===== config.mk =====
export PLATFORM = sky130hd
export DESIGN_NAME = altimeter_record_decoder_top
export DESIGN_NICKNAME = d
export VERILOG_FILES = /design/src/hdl/ard_pkg.sv /design/src/hdl/ard_front.sv /design/src/hdl/ard_fifo.sv /design/src/hdl/ard_back.sv /design/src/hdl/altimeter_record_decoder_top.sv
export SDC_FILE = /design/constraint.sdc
export NUM_CORES = 2
export LEC_CHECK = 0
export BUFFER_PORTS_ARGS = -buffer_cell sky130_fd_sc_hd__buf_2
export CORE_AREA = 2 2 372 447
export CTS_CLUSTER_SIZE = 25
export DETAILED_ROUTE_END_ITERATION = 16
export DIE_AREA = 0 0 374 449
export PLACE_DENSITY = 0.61
export SETUP_SLACK_MARGIN = 0.1
export SYNTH_ARGS = -nofsm -noshare
export SYNTH_HDL_FRONTEND = slang
export SYNTH_SLANG_ARGS = --single-unit
export TNS_END_PERCENT = 50

===== constraint.sdc =====
create_clock -name i_clk -period 21.1 [get_ports i_clk]
set_clock_uncertainty 0.05 [all_clocks]
set_input_delay 2.11 -clock i_clk [delete_from_list [all_inputs] [get_ports i_clk]]
set_output_delay 2.11 -clock i_clk [all_outputs]
set_load 0.02 [all_outputs]

===== src/hdl/ard_pkg.sv =====
// ----------------------------------------------------------------------------
// ard_pkg
// shared types and constants of the altimeter record decoder
// ----------------------------------------------------------------------------
package ard_pkg;

    localparam logic [7:0]  ARD_FILL_BYTE = 8'hFF;
    localparam logic [15:0] ARD_TEMP_BASE = 16'd2560;

    // configuration register indexes
    localparam logic [1:0] ARD_CFG_WINDOW  = 2'd0;
    localparam logic [1:0] ARD_CFG_OUTLIER = 2'd1;
    localparam logic [1:0] ARD_CFG_TICK    = 2'd2;

    localparam logic [6:0] ARD_WINDOW_RST  = 7'd0;
    localparam logic [9:0] ARD_OUTLIER_RST = 10'd320;
    localparam logic [9:0] ARD_TICK_RST    = 10'd25;

    // record queue between front and back
    localparam int ARD_QDEPTH = 2;

    typedef struct packed {
        logic [6:0] window_size;
        logic [9:0] outlier_limit;
        logic [9:0] tick_ms;
    } t_cfg;

    typedef struct packed {
        logic               new_flight;
        logic signed [19:0] alt;
        logic [15:0]        temp;
    } t_rec;

endpackage


===== src/hdl/ard_front.sv =====
// ----------------------------------------------------------------------------
// ard_front
// byte assembler: builds five-byte records, detects flight boundaries and
// pre-decodes raw altitude and temperature
// ----------------------------------------------------------------------------
module ard_front import ard_pkg::*; (
    input  logic       i_clk,
    input  logic       i_rst_n,
    input  logic       i_valid,
    input  logic [7:0] i_data_byte,
    input  logic       i_q_full,
    output logic       o_stall,
    output logic       o_push,
    output t_rec       o_rec
);

    logic [7:0]         r_held [4];
    logic [2:0]         r_pos;
    logic               r_skip;
    logic               r_newf;

    logic               accept;
    logic               is_last;
    logic               all_fill;
    logic signed [15:0] alt_int;
    logic [7:0]         frac;
    logic [11:0]        temp_c;

    assign o_stall = i_q_full;
    assign accept  = i_valid && !i_q_full;
    assign is_last = !r_skip && (r_pos == 3'd4);

    always_comb begin
        all_fill = (r_held[0] == ARD_FILL_BYTE) && (r_held[1] == ARD_FILL_BYTE) &&
                   (r_held[2] == ARD_FILL_BYTE) && (r_held[3] == ARD_FILL_BYTE) &&
                   (i_data_byte == ARD_FILL_BYTE);
        alt_int  = {r_held[0], r_held[1]};
        // fraction byte is complemented for negative values
        frac     = alt_int[15] ? ~r_held[2] : r_held[2];
        temp_c   = {r_held[3], i_data_byte[7:4]};
        o_rec.new_flight = r_newf;
        o_rec.alt        = {alt_int, frac[7:4]};
        o_rec.temp       = ARD_TEMP_BASE + {1'b0, temp_c, 3'b000} + {4'b0000, temp_c};
        o_push           = accept && is_last && !all_fill;
    end

    always_ff @(posedge i_clk) begin
        if (!i_rst_n) begin
            r_pos  <= 3'd0;
            r_skip <= 1'b0;
            r_newf <= 1'b0;
        end else if (accept) begin
            if (r_skip) begin
                if (i_data_byte != ARD_FILL_BYTE) begin
                    r_skip <= 1'b0;
                    r_newf <= 1'b1;
                    r_pos  <= 3'd1;
                end
            end else if (r_pos != 3'd4) begin
                r_pos <= r_pos + 3'd1;
            end else begin
                r_pos <= 3'd0;
                if (all_fill) begin
                    r_skip <= 1'b1;
                end else begin
                    r_newf <= 1'b0;
                end
            end
        end
    end

    always_ff @(posedge i_clk) begin
        if (accept) begin
            if (r_skip) begin
                r_held[0] <= i_data_byte;
            end else if (r_pos != 3'd4) begin
                r_held[r_pos[1:0]] <= i_data_byte;
            end
        end
    end

endmodule


===== src/hdl/ard_fifo.sv =====
// ----------------------------------------------------------------------------
// ard_fifo
// short record queue between the byte front and the record back end
// ----------------------------------------------------------------------------
module ard_fifo import ard_pkg::*; (
    input  logic i_clk,
    input  logic i_rst_n,
    input  logic i_push,
    input  t_rec i_rec,
    input  logic i_pop,
    output logic o_valid,
    output logic o_full,
    output t_rec o_rec
);

    localparam int QAW = (ARD_QDEPTH > 1) ? $clog2(ARD_QDEPTH) : 1;

    t_rec           r_mem [ARD_QDEPTH];
    logic [QAW-1:0] r_wp;
    logic [QAW-1:0] r_rp;
    logic [QAW:0]   r_cnt;

    assign o_valid = (r_cnt != '0);
    assign o_full  = (r_cnt == (QAW+1)'(ARD_QDEPTH));
    assign o_rec   = r_mem[r_rp];

    always_ff @(posedge i_clk) begin
        if (!i_rst_n) begin
            r_wp  <= '0;
            r_rp  <= '0;
            r_cnt <= '0;
        end else begin
            if (i_push) begin
                r_wp <= r_wp + 1'b1;
            end
            if (i_pop) begin
                r_rp <= r_rp + 1'b1;
            end
            if (i_push && !i_pop) begin
                r_cnt <= r_cnt + (QAW+1)'(1);
            end else if (i_pop && !i_push) begin
                r_cnt <= r_cnt - (QAW+1)'(1);
            end
        end
    end

    always_ff @(posedge i_clk) begin
        if (i_push) begin
            r_mem[r_wp] <= i_rec;
        end
    end

endmodule


===== src/hdl/ard_back.sv =====
// ----------------------------------------------------------------------------
// ard_back
// record processor: outlier filter, moving window, radix-4 average divider,
// flight counters and the result register
// ----------------------------------------------------------------------------
module ard_back import ard_pkg::*; #(
    parameter int MAX_WINDOW = 64
) (
    input  logic               i_clk,
    input  logic               i_rst_n,
    input  t_cfg               i_cfg,
    input  logic               i_q_valid,
    input  t_rec               i_rec,
    output logic               o_pop,
    input  logic               i_out_stall,
    output logic               o_out_valid,
    output logic [31:0]        o_elapsed_time,
    output logic signed [19:0] o_altitude,
    output logic [15:0]        o_temperature_f,
    output logic signed [23:0] o_average_altitude,
    output logic               o_average_valid,
    output logic [15:0]        o_flight_index,
    output logic               o_first_of_flight
);

    localparam int PW   = (MAX_WINDOW > 1) ? $clog2(MAX_WINDOW) : 1;
    localparam int WCAP = (MAX_WINDOW < 127) ? MAX_WINDOW : 127;

    localparam logic [2:0] ST_IDLE = 3'd0;
    localparam logic [2:0] ST_RD   = 3'd1;
    localparam logic [2:0] ST_FILT = 3'd2;
    localparam logic [2:0] ST_UPD  = 3'd3;
    localparam logic [2:0] ST_DIV  = 3'd4;
    localparam logic [2:0] ST_OUT  = 3'd5;

    logic signed [19:0] r_win [MAX_WINDOW];

    logic [2:0]         r_state;
    logic [31:0]        r_time;
    logic [31:0]        r_count;
    logic [15:0]        r_flight;
    logic signed [19:0] r_prev;
    logic [PW-1:0]      r_ptr;
    logic [26:0]        r_sum;
    logic               r_ov;

    logic signed [19:0] r_alt_raw;
    logic [15:0]        r_temp;
    logic signed [19:0] r_rd;
    logic signed [19:0] r_alt;
    logic               r_avg_ok;
    logic               r_neg;
    logic [31:0]        r_quo;
    logic [6:0]         r_rem;
    logic [3:0]         r_iter;

    logic [31:0]        r_o_time;
    logic signed [19:0] r_o_alt;
    logic [15:0]        r_o_temp;
    logic signed [23:0] r_o_avg;
    logic               r_o_avg_ok;
    logic [15:0]        r_o_flight;
    logic               r_o_first;

    logic [6:0]         w;
    logic               win_on;
    logic               win_full;
    logic signed [20:0] diff;
    logic [20:0]        adiff;
    logic               jump;
    logic signed [19:0] alt_f;
    logic [26:0]        sum_n;
    logic [31:0]        n_num;
    logic [31:0]        n_abs;
    logic [PW:0]        ptr_inc;
    logic [PW-1:0]      n_ptr;
    logic [7:0]         rem_a;
    logic               ge_a;
    logic [7:0]         rem_a2;
    logic [7:0]         rem_b;
    logic               ge_b;
    logic [7:0]         rem_b2;
    logic [31:0]        q_adj;
    logic [31:0]        avg_full;

    always_comb begin
        w        = (i_cfg.window_size > 7'(WCAP)) ? 7'(WCAP) : i_cfg.window_size;
        win_on   = (w != 7'd0);
        win_full = (r_count >= {25'd0, w});
        o_pop    = (r_state == ST_IDLE) && i_q_valid && !r_ov;

        // outlier test once the flight has settled
        diff  = {r_alt_raw[19], r_alt_raw} - {r_prev[19], r_prev};
        adiff = diff[20] ? 21'(-diff) : 21'(diff);
        jump  = (r_count > {25'd0, w}) && (adiff > {11'd0, i_cfg.outlier_limit});
        alt_f = jump ? r_prev : r_alt_raw;

        sum_n = r_sum + {{7{r_alt[19]}}, r_alt};
        if (win_full) begin
            sum_n = sum_n - {{7{r_rd[19]}}, r_rd};
        end

        ptr_inc = {1'b0, r_ptr} + (PW+1)'(1);
        n_ptr   = (int'(ptr_inc) >= int'(w)) ? '0 : ptr_inc[PW-1:0];

        // dividend is sum * 16, divided as a magnitude
        n_num = {r_sum[26], r_sum, 4'b0000};
        n_abs = r_sum[26] ? (~n_num + 32'd1) : n_num;

        // two restoring steps per cycle
        rem_a  = {r_rem, r_quo[31]};
        ge_a   = (rem_a >= {1'b0, w});
        rem_a2 = ge_a ? (rem_a - {1'b0, w}) : rem_a;
        rem_b  = {rem_a2[6:0], r_quo[30]};
        ge_b   = (rem_b >= {1'b0, w});
        rem_b2 = ge_b ? (rem_b - {1'b0, w}) : rem_b;

        // floor for negative dividends
        q_adj    = r_quo + {31'd0, (r_rem != 7'd0)};
        avg_full = r_neg ? (~q_adj + 32'd1) : r_quo;
    end

    always_ff @(posedge i_clk) begin
        if (!i_rst_n) begin
            r_state  <= ST_IDLE;
            r_time   <= 32'd0;
            r_count  <= 32'd0;
            r_flight <= 16'd1;
            r_prev   <= '0;
            r_ptr    <= '0;
            r_sum    <= '0;
            r_ov     <= 1'b0;
        end else begin
            if (r_state == ST_OUT) begin
                r_ov <= 1'b1;
            end else if (r_ov && !i_out_stall) begin
                r_ov <= 1'b0;
            end
            case (r_state)
                ST_IDLE: begin
                    if (o_pop) begin
                        if (i_rec.new_flight) begin
                            r_time   <= 32'd0;
                            r_count  <= 32'd0;
                            r_ptr    <= '0;
                            r_sum    <= '0;
                            r_flight <= (r_flight == 16'hFFFF) ? 16'd1 : r_flight + 16'd1;
                        end
                        r_state <= ST_RD;
                    end
                end
                ST_RD: begin
                    r_state <= ST_FILT;
                end
                ST_FILT: begin
                    r_prev  <= alt_f;
                    r_state <= ST_UPD;
                end
                ST_UPD: begin
                    if (win_on) begin
                        r_sum <= sum_n;
                        r_ptr <= n_ptr;
                    end
                    r_state <= r_avg_ok ? ST_DIV : ST_OUT;
                end
                ST_DIV: begin
                    if (r_iter == 4'd15) begin
                        r_state <= ST_OUT;
                    end
                end
                ST_OUT: begin
                    r_time  <= r_time + {22'd0, i_cfg.tick_ms};
                    if (r_count != 32'hFFFF_FFFF) begin
                        r_count <= r_count + 32'd1;
                    end
                    r_state <= ST_IDLE;
                end
                default: begin
                    r_state <= ST_IDLE;
                end
            endcase
        end
    end

    always_ff @(posedge i_clk) begin
        r_rd <= r_win[r_ptr];
        if (r_state == ST_UPD && win_on) begin
            r_win[r_ptr] <= r_alt;
        end
    end

    always_ff @(posedge i_clk) begin
        case (r_state)
            ST_IDLE: begin
                if (o_pop) begin
                    r_alt_raw <= i_rec.alt;
                    r_temp    <= i_rec.temp;
                end
            end
            ST_FILT: begin
                r_alt    <= alt_f;
                r_avg_ok <= win_on && win_full;
            end
            ST_UPD: begin
                r_quo  <= n_abs;
                r_rem  <= 7'd0;
                r_iter <= 4'd0;
                r_neg  <= r_sum[26];
            end
            ST_DIV: begin
                r_quo  <= {r_quo[29:0], ge_a, ge_b};
                r_rem  <= rem_b2[6:0];
                r_iter <= r_iter + 4'd1;
            end
            ST_OUT: begin
                r_o_time   <= r_time;
                r_o_alt    <= r_alt;
                r_o_temp   <= r_temp;
                r_o_avg    <= r_avg_ok ? avg_full[23:0] : 24'd0;
                r_o_avg_ok <= r_avg_ok;
                r_o_flight <= r_flight;
                r_o_first  <= (r_count == 32'd0);
            end
            default: begin
            end
        endcase
    end

    assign o_out_valid        = r_ov;
    assign o_elapsed_time     = r_o_time;
    assign o_altitude         = r_o_alt;
    assign o_temperature_f    = r_o_temp;
    assign o_average_altitude = r_o_avg;
    assign o_average_valid    = r_o_avg_ok;
    assign o_flight_index     = r_o_flight;
    assign o_first_of_flight  = r_o_first;

endmodule


===== src/hdl/altimeter_record_decoder_top.sv =====
// ----------------------------------------------------------------------------
// altimeter_record_decoder_top
// logger byte stream to decoded altitude records with flight tracking
// ----------------------------------------------------------------------------
// throughput: one byte per cycle, while the queue is not full, into a
//   two-record queue; the back end takes one record at a time, only when idle
//   and the last result has been taken (divider: two quotient bits per cycle)
// path: the fifth byte of a record pushes it into the queue; the back end then
//   steps through read, filter, update, divide (with a valid average) and output
// reset: synchronous active low, clears control state; window memory is not
module altimeter_record_decoder_top import ard_pkg::*; #(
    parameter int MAX_WINDOW = 64
) (
    input  logic               i_clk,
    input  logic               i_rst_n,
    input  logic               i_cfg_we,
    input  logic [1:0]         i_cfg_index,
    input  logic [9:0]         i_cfg_wdata,
    input  logic               i_in_valid,
    output logic               o_in_stall,
    input  logic [7:0]         i_data_byte,
    output logic               o_out_valid,
    input  logic               i_out_stall,
    output logic [31:0]        o_elapsed_time,
    output logic signed [19:0] o_altitude,
    output logic [15:0]        o_temperature_f,
    output logic signed [23:0] o_average_altitude,
    output logic               o_average_valid,
    output logic [15:0]        o_flight_index,
    output logic               o_first_of_flight
);

    t_cfg r_cfg;
    logic q_push;
    logic q_pop;
    logic q_valid;
    logic q_full;
    t_rec front_rec;
    t_rec head_rec;

    always_ff @(posedge i_clk) begin
        if (!i_rst_n) begin
            r_cfg.window_size   <= ARD_WINDOW_RST;
            r_cfg.outlier_limit <= ARD_OUTLIER_RST;
            r_cfg.tick_ms       <= ARD_TICK_RST;
        end else if (i_cfg_we) begin
            case (i_cfg_index)
                ARD_CFG_WINDOW:  r_cfg.window_size   <= i_cfg_wdata[6:0];
                ARD_CFG_OUTLIER: r_cfg.outlier_limit <= i_cfg_wdata;
                ARD_CFG_TICK:    r_cfg.tick_ms       <= i_cfg_wdata;
                default: begin
                end
            endcase
        end
    end

    ard_front u_front (
        .i_clk       (i_clk),
        .i_rst_n     (i_rst_n),
        .i_valid     (i_in_valid),
        .i_data_byte (i_data_byte),
        .i_q_full    (q_full),
        .o_stall     (o_in_stall),
        .o_push      (q_push),
        .o_rec       (front_rec)
    );

    ard_fifo u_fifo (
        .i_clk   (i_clk),
        .i_rst_n (i_rst_n),
        .i_push  (q_push),
        .i_rec   (front_rec),
        .i_pop   (q_pop),
        .o_valid (q_valid),
        .o_full  (q_full),
        .o_rec   (head_rec)
    );

    ard_back #(
        .MAX_WINDOW (MAX_WINDOW)
    ) u_back (
        .i_clk              (i_clk),
        .i_rst_n            (i_rst_n),
        .i_cfg              (r_cfg),
        .i_q_valid          (q_valid),
        .i_rec              (head_rec),
        .o_pop              (q_pop),
        .i_out_stall        (i_out_stall),
        .o_out_valid        (o_out_valid),
        .o_elapsed_time     (o_elapsed_time),
        .o_altitude         (o_altitude),
        .o_temperature_f    (o_temperature_f),
        .o_average_altitude (o_average_altitude),
        .o_average_valid    (o_average_valid),
        .o_flight_index     (o_flight_index),
        .o_first_of_flight  (o_first_of_flight)
    );

endmodule


==> results.cfg <==
[setup_path]
worstPathRequired_ns = 21.60
critical_path.slowest_cell = o31ai_4
crit_path_end_kind = flip-flop
worst_setup_path_start_kind = flip-flop
crit_type = flip-flop to flip-flop
critical_path_arrival_ns = 6.92
critical-path-max-stage-delay_ns = 0.68
crit_chain = inv_1 -> ha_1 -> fa_1 -> nand2b_1 -> a21oi_1 -> o211a_1 -> o2111a_1 -> o21a_4 -> o41a_1 -> nor2_1 -> a21oi_1 -> ha_1 -> nor2b_1 -> o21a_1 -> o21ai_0 -> a211o_1 -> o21ai_0 -> a31o_2 -> o31ai_1 -> nand4_1 -> a2111o_1 -> o31ai_4 -> buf_4 -> mux2_4
cp_max_fo = 11

[cells_and_area]
fin_cells = 7490
drive_above_1_share_pct = 13.01
fin_util_pct = 50.34
final_common_cell = edfxtp_1
final_nets = 5384
area_growth_pct = 12.65
final_cell_mix = edfxtp_1 (1,597), a22oi_1 (421), nand2_1 (267)

[placed_design]
dpl.hpwl_um = 117900
placed_cells = 7176
routabilityCongestion = 0.8857
io_buffer_count = 136

[logic_synthesis]
synth.distinct_cells = 80
postSynthAreaPerCell_um2 = 14.59
synth_warnings = 0
synth_ff_type = edfxtp_1
synth_edf_count = 1597
seq_area_frac_synth_pct = 70.84
synth_fp_nets = 5199
syn_inst = 5016
ys_ff_latch = 1791
syn_area_um2 = 73180
async_flop_share_pct = 0

[pwr]
p_leak_nw = 27.38
peakVddDrop_uv = 83.11
power_density_nw_per_um2 = 100.5

[floorplanning]
core_area_um2 = 163800
rows = 163
fp.dieArea_um2 = 167900
start_util_pct = 44.68
die_w_um = 374
ioPinCount = 137
die_h_um = 449

[clock_network]
cts_buffers = 168
cts_tree = built
cts_hold_buffers = 0
post_cts_buffers = 0
clock_latency_ns = 0.81
cts.clk_slew.worst_paths_ns = 0.07
htree_levels = 4
ctsResizeCount = 0
cts_root_buffer = clkbuf_16
cts.sinks = 1791
max-clock-path-buffers = 3

[global_routing]
grt_max_degree = 102
grt.overflow.total = 0
first_global_vias = 43680
grt_first_pass_wirelength_um = 290700
track_usage_pct = 23.26
antenna_found_initial = 7

[timing]
slew_viol_final = 0
post-route-min-period_ns = 6.421
tightest_slew_ns = 1.198
clock.fmax_ghz = 0.1557
setup_viol = 0
maxSlewHeadroom_pct = 19.46
min_period_over_period_pct = 30.43
fin_tns_setup_ns = 0
rsz0062_at_grt = false
hold_viol_final = 0

[drt]
dr_total_vias = 44700
drtIter0Drc = 4554
wire_per_inst_um = 26.60
drt-total-wl_um = 199200
first_pass_iters = 5
drc = 0
antenna_left = 0
vias_per_cell = 5.968

[worst_hold_path]
hp-class = flip-flop to flip-flop

[run]
maxCapViolations = 0

[status]
status = complete, no violations
[per-layer routing]
metal  track usage (%)  part of all wire (%)  vias up
li1                  -                     -    20140
met1             29.41                    39    22500
met2             39.99                    50     1751
met3             3.284                   6.7      303
met4             9.868                   4.2        6
met5                 0                 0.020        -
[synthesized netlist by cell type, types with 18 or more instances]
library cell | instances | area, um^2
a22o_1 | 119 | 1042
mux2_2 | 42 | 473.0
buf_1 | 49 | 183.9
dfxtp_1 | 194 | 3884
nor4_1 | 33 | 206.5
xnor2_1 | 118 | 1033
nor2b_1 | 60 | 375.4
clkbuf_1 | 206 | 773.2
o211ai_1 | 25 | 187.7
nand3_1 | 92 | 460.4
and3_1 | 34 | 212.7
mux2_4 | 19 | 285.3
edfxtp_1 | 1597 | 47960
nor3_1 | 44 | 220.2
a22oi_1 | 421 | 3161
o31ai_1 | 18 | 135.1
mux2i_1 | 62 | 620.6
a21o_1 | 47 | 352.8
o21ai_0 | 114 | 570.6
xor2_1 | 97 | 849.6
a31oi_1 | 125 | 782.0
nand2_1 | 268 | 1006
inv_1 | 124 | 465.5
nor2_1 | 241 | 904.6
a221oi_1 | 121 | 1060
nand4_1 | 98 | 613.1
ha_1 | 151 | 1889
or3_1 | 19 | 118.9
o21a_1 | 21 | 157.7
a21oi_1 | 168 | 840.8
o21bai_1 | 25 | 187.7
and2_1 | 59 | 369.1
[path summary, 6_finish.rpt]
| kind | from | to | slack [ns] | cells after the start |
|---|---|---|---|---|
| setup / recovery | u_back.r_alt_raw[0] | u_back.r_alt[6] | 14.68 | 24 |
| hold / removal | u_back.r_temp[3] | u_back.o_temperature_f[3] | 0.37 | 0 |
| setup reg to reg | u_back.r_alt_raw[0] | u_back.r_alt[6] | 14.68 | 24 |
| hold reg to reg | u_back.r_temp[3] | u_back.o_temperature_f[3] | 0.37 | 0 |
[registers in the layout (all words and copies together) (netlist names), 24 cells and up, named ones only]
name	flops
r_cfg	27
u_back.o_average_altitude	24
u_back.o_elapsed_time	32
u_back.r_count	32
u_back.r_quo	32
u_back.r_sum	27
u_back.r_time	32
u_back.r_win	1280
u_fifo.r_mem	74
u_front.r_held	32
[kinds of logic after synthesis]
family | Yosys count | share of synthesized area, %
DFF | 1791 | 70.84
AOI/OAI and AO/OA | 1305 | 12.82
and+or+nand+nor | 1037 | 7.046
buffers and inverters | 386 | 2.035
xor gates and xnor gates | 216 | 2.604
adders and majority gates | 158 | 2.773
muxes | 123 | 1.884
[final cells by class]
| cell class | count | area (um^2) |
|---|---|---|
| multi-input cells | 2839 | 20150 |
| flip-flops and latches | 1791 | 51840 |
| well taps | 2145 | 2684 |
| inverters | 124 | 465.4 |
| fillers | 13730 | 81330 |
| clock inverters | 92 | 937.1 |
| diodes | 3 | 7.507 |
| clock buffers | 219 | 4537 |
| repair buffers | 277 | 1817 |
[critical path, delay by kind of cell, from the launching register on]
family	cells	cell delay (ns)
flops	1	0.37
compound gates	14	3.51
simple gates	4	0.51
buf+inv	2	0.45
fa+ha+maj	3	0.90
mux	1	0.32
[per-stage QoR]
step / setup WS, ns / hold slack [ns] / instance area [um^2] / total power [mW]
floorplan: 14.14 / 0.3503 / 73180 / 4.973
global placement: 14.71 / 0.3508 / 76950 / 5.323
detailed placement: 14.71 / 0.3545 / 76950 / 5.346
CTS: 14.68 / 0.3706 / 82430 / 8.336
global route: 14.33 / 0.3745 / 82430 / 8.570
finish: 14.68 / 0.3717 / 82430 / 8.289
[report_power, final]
group          internal (mW)  switching [mW]  leakage, nW  total [mW]
sequential              4.11          0.0742         16.0        4.18
clock                   1.69            1.33         2.67        3.01
combinational          0.357           0.738         8.68        1.10
total                   6.15            2.14         27.4        8.29
Note: power is estimated with default switching activity, not from simulation.
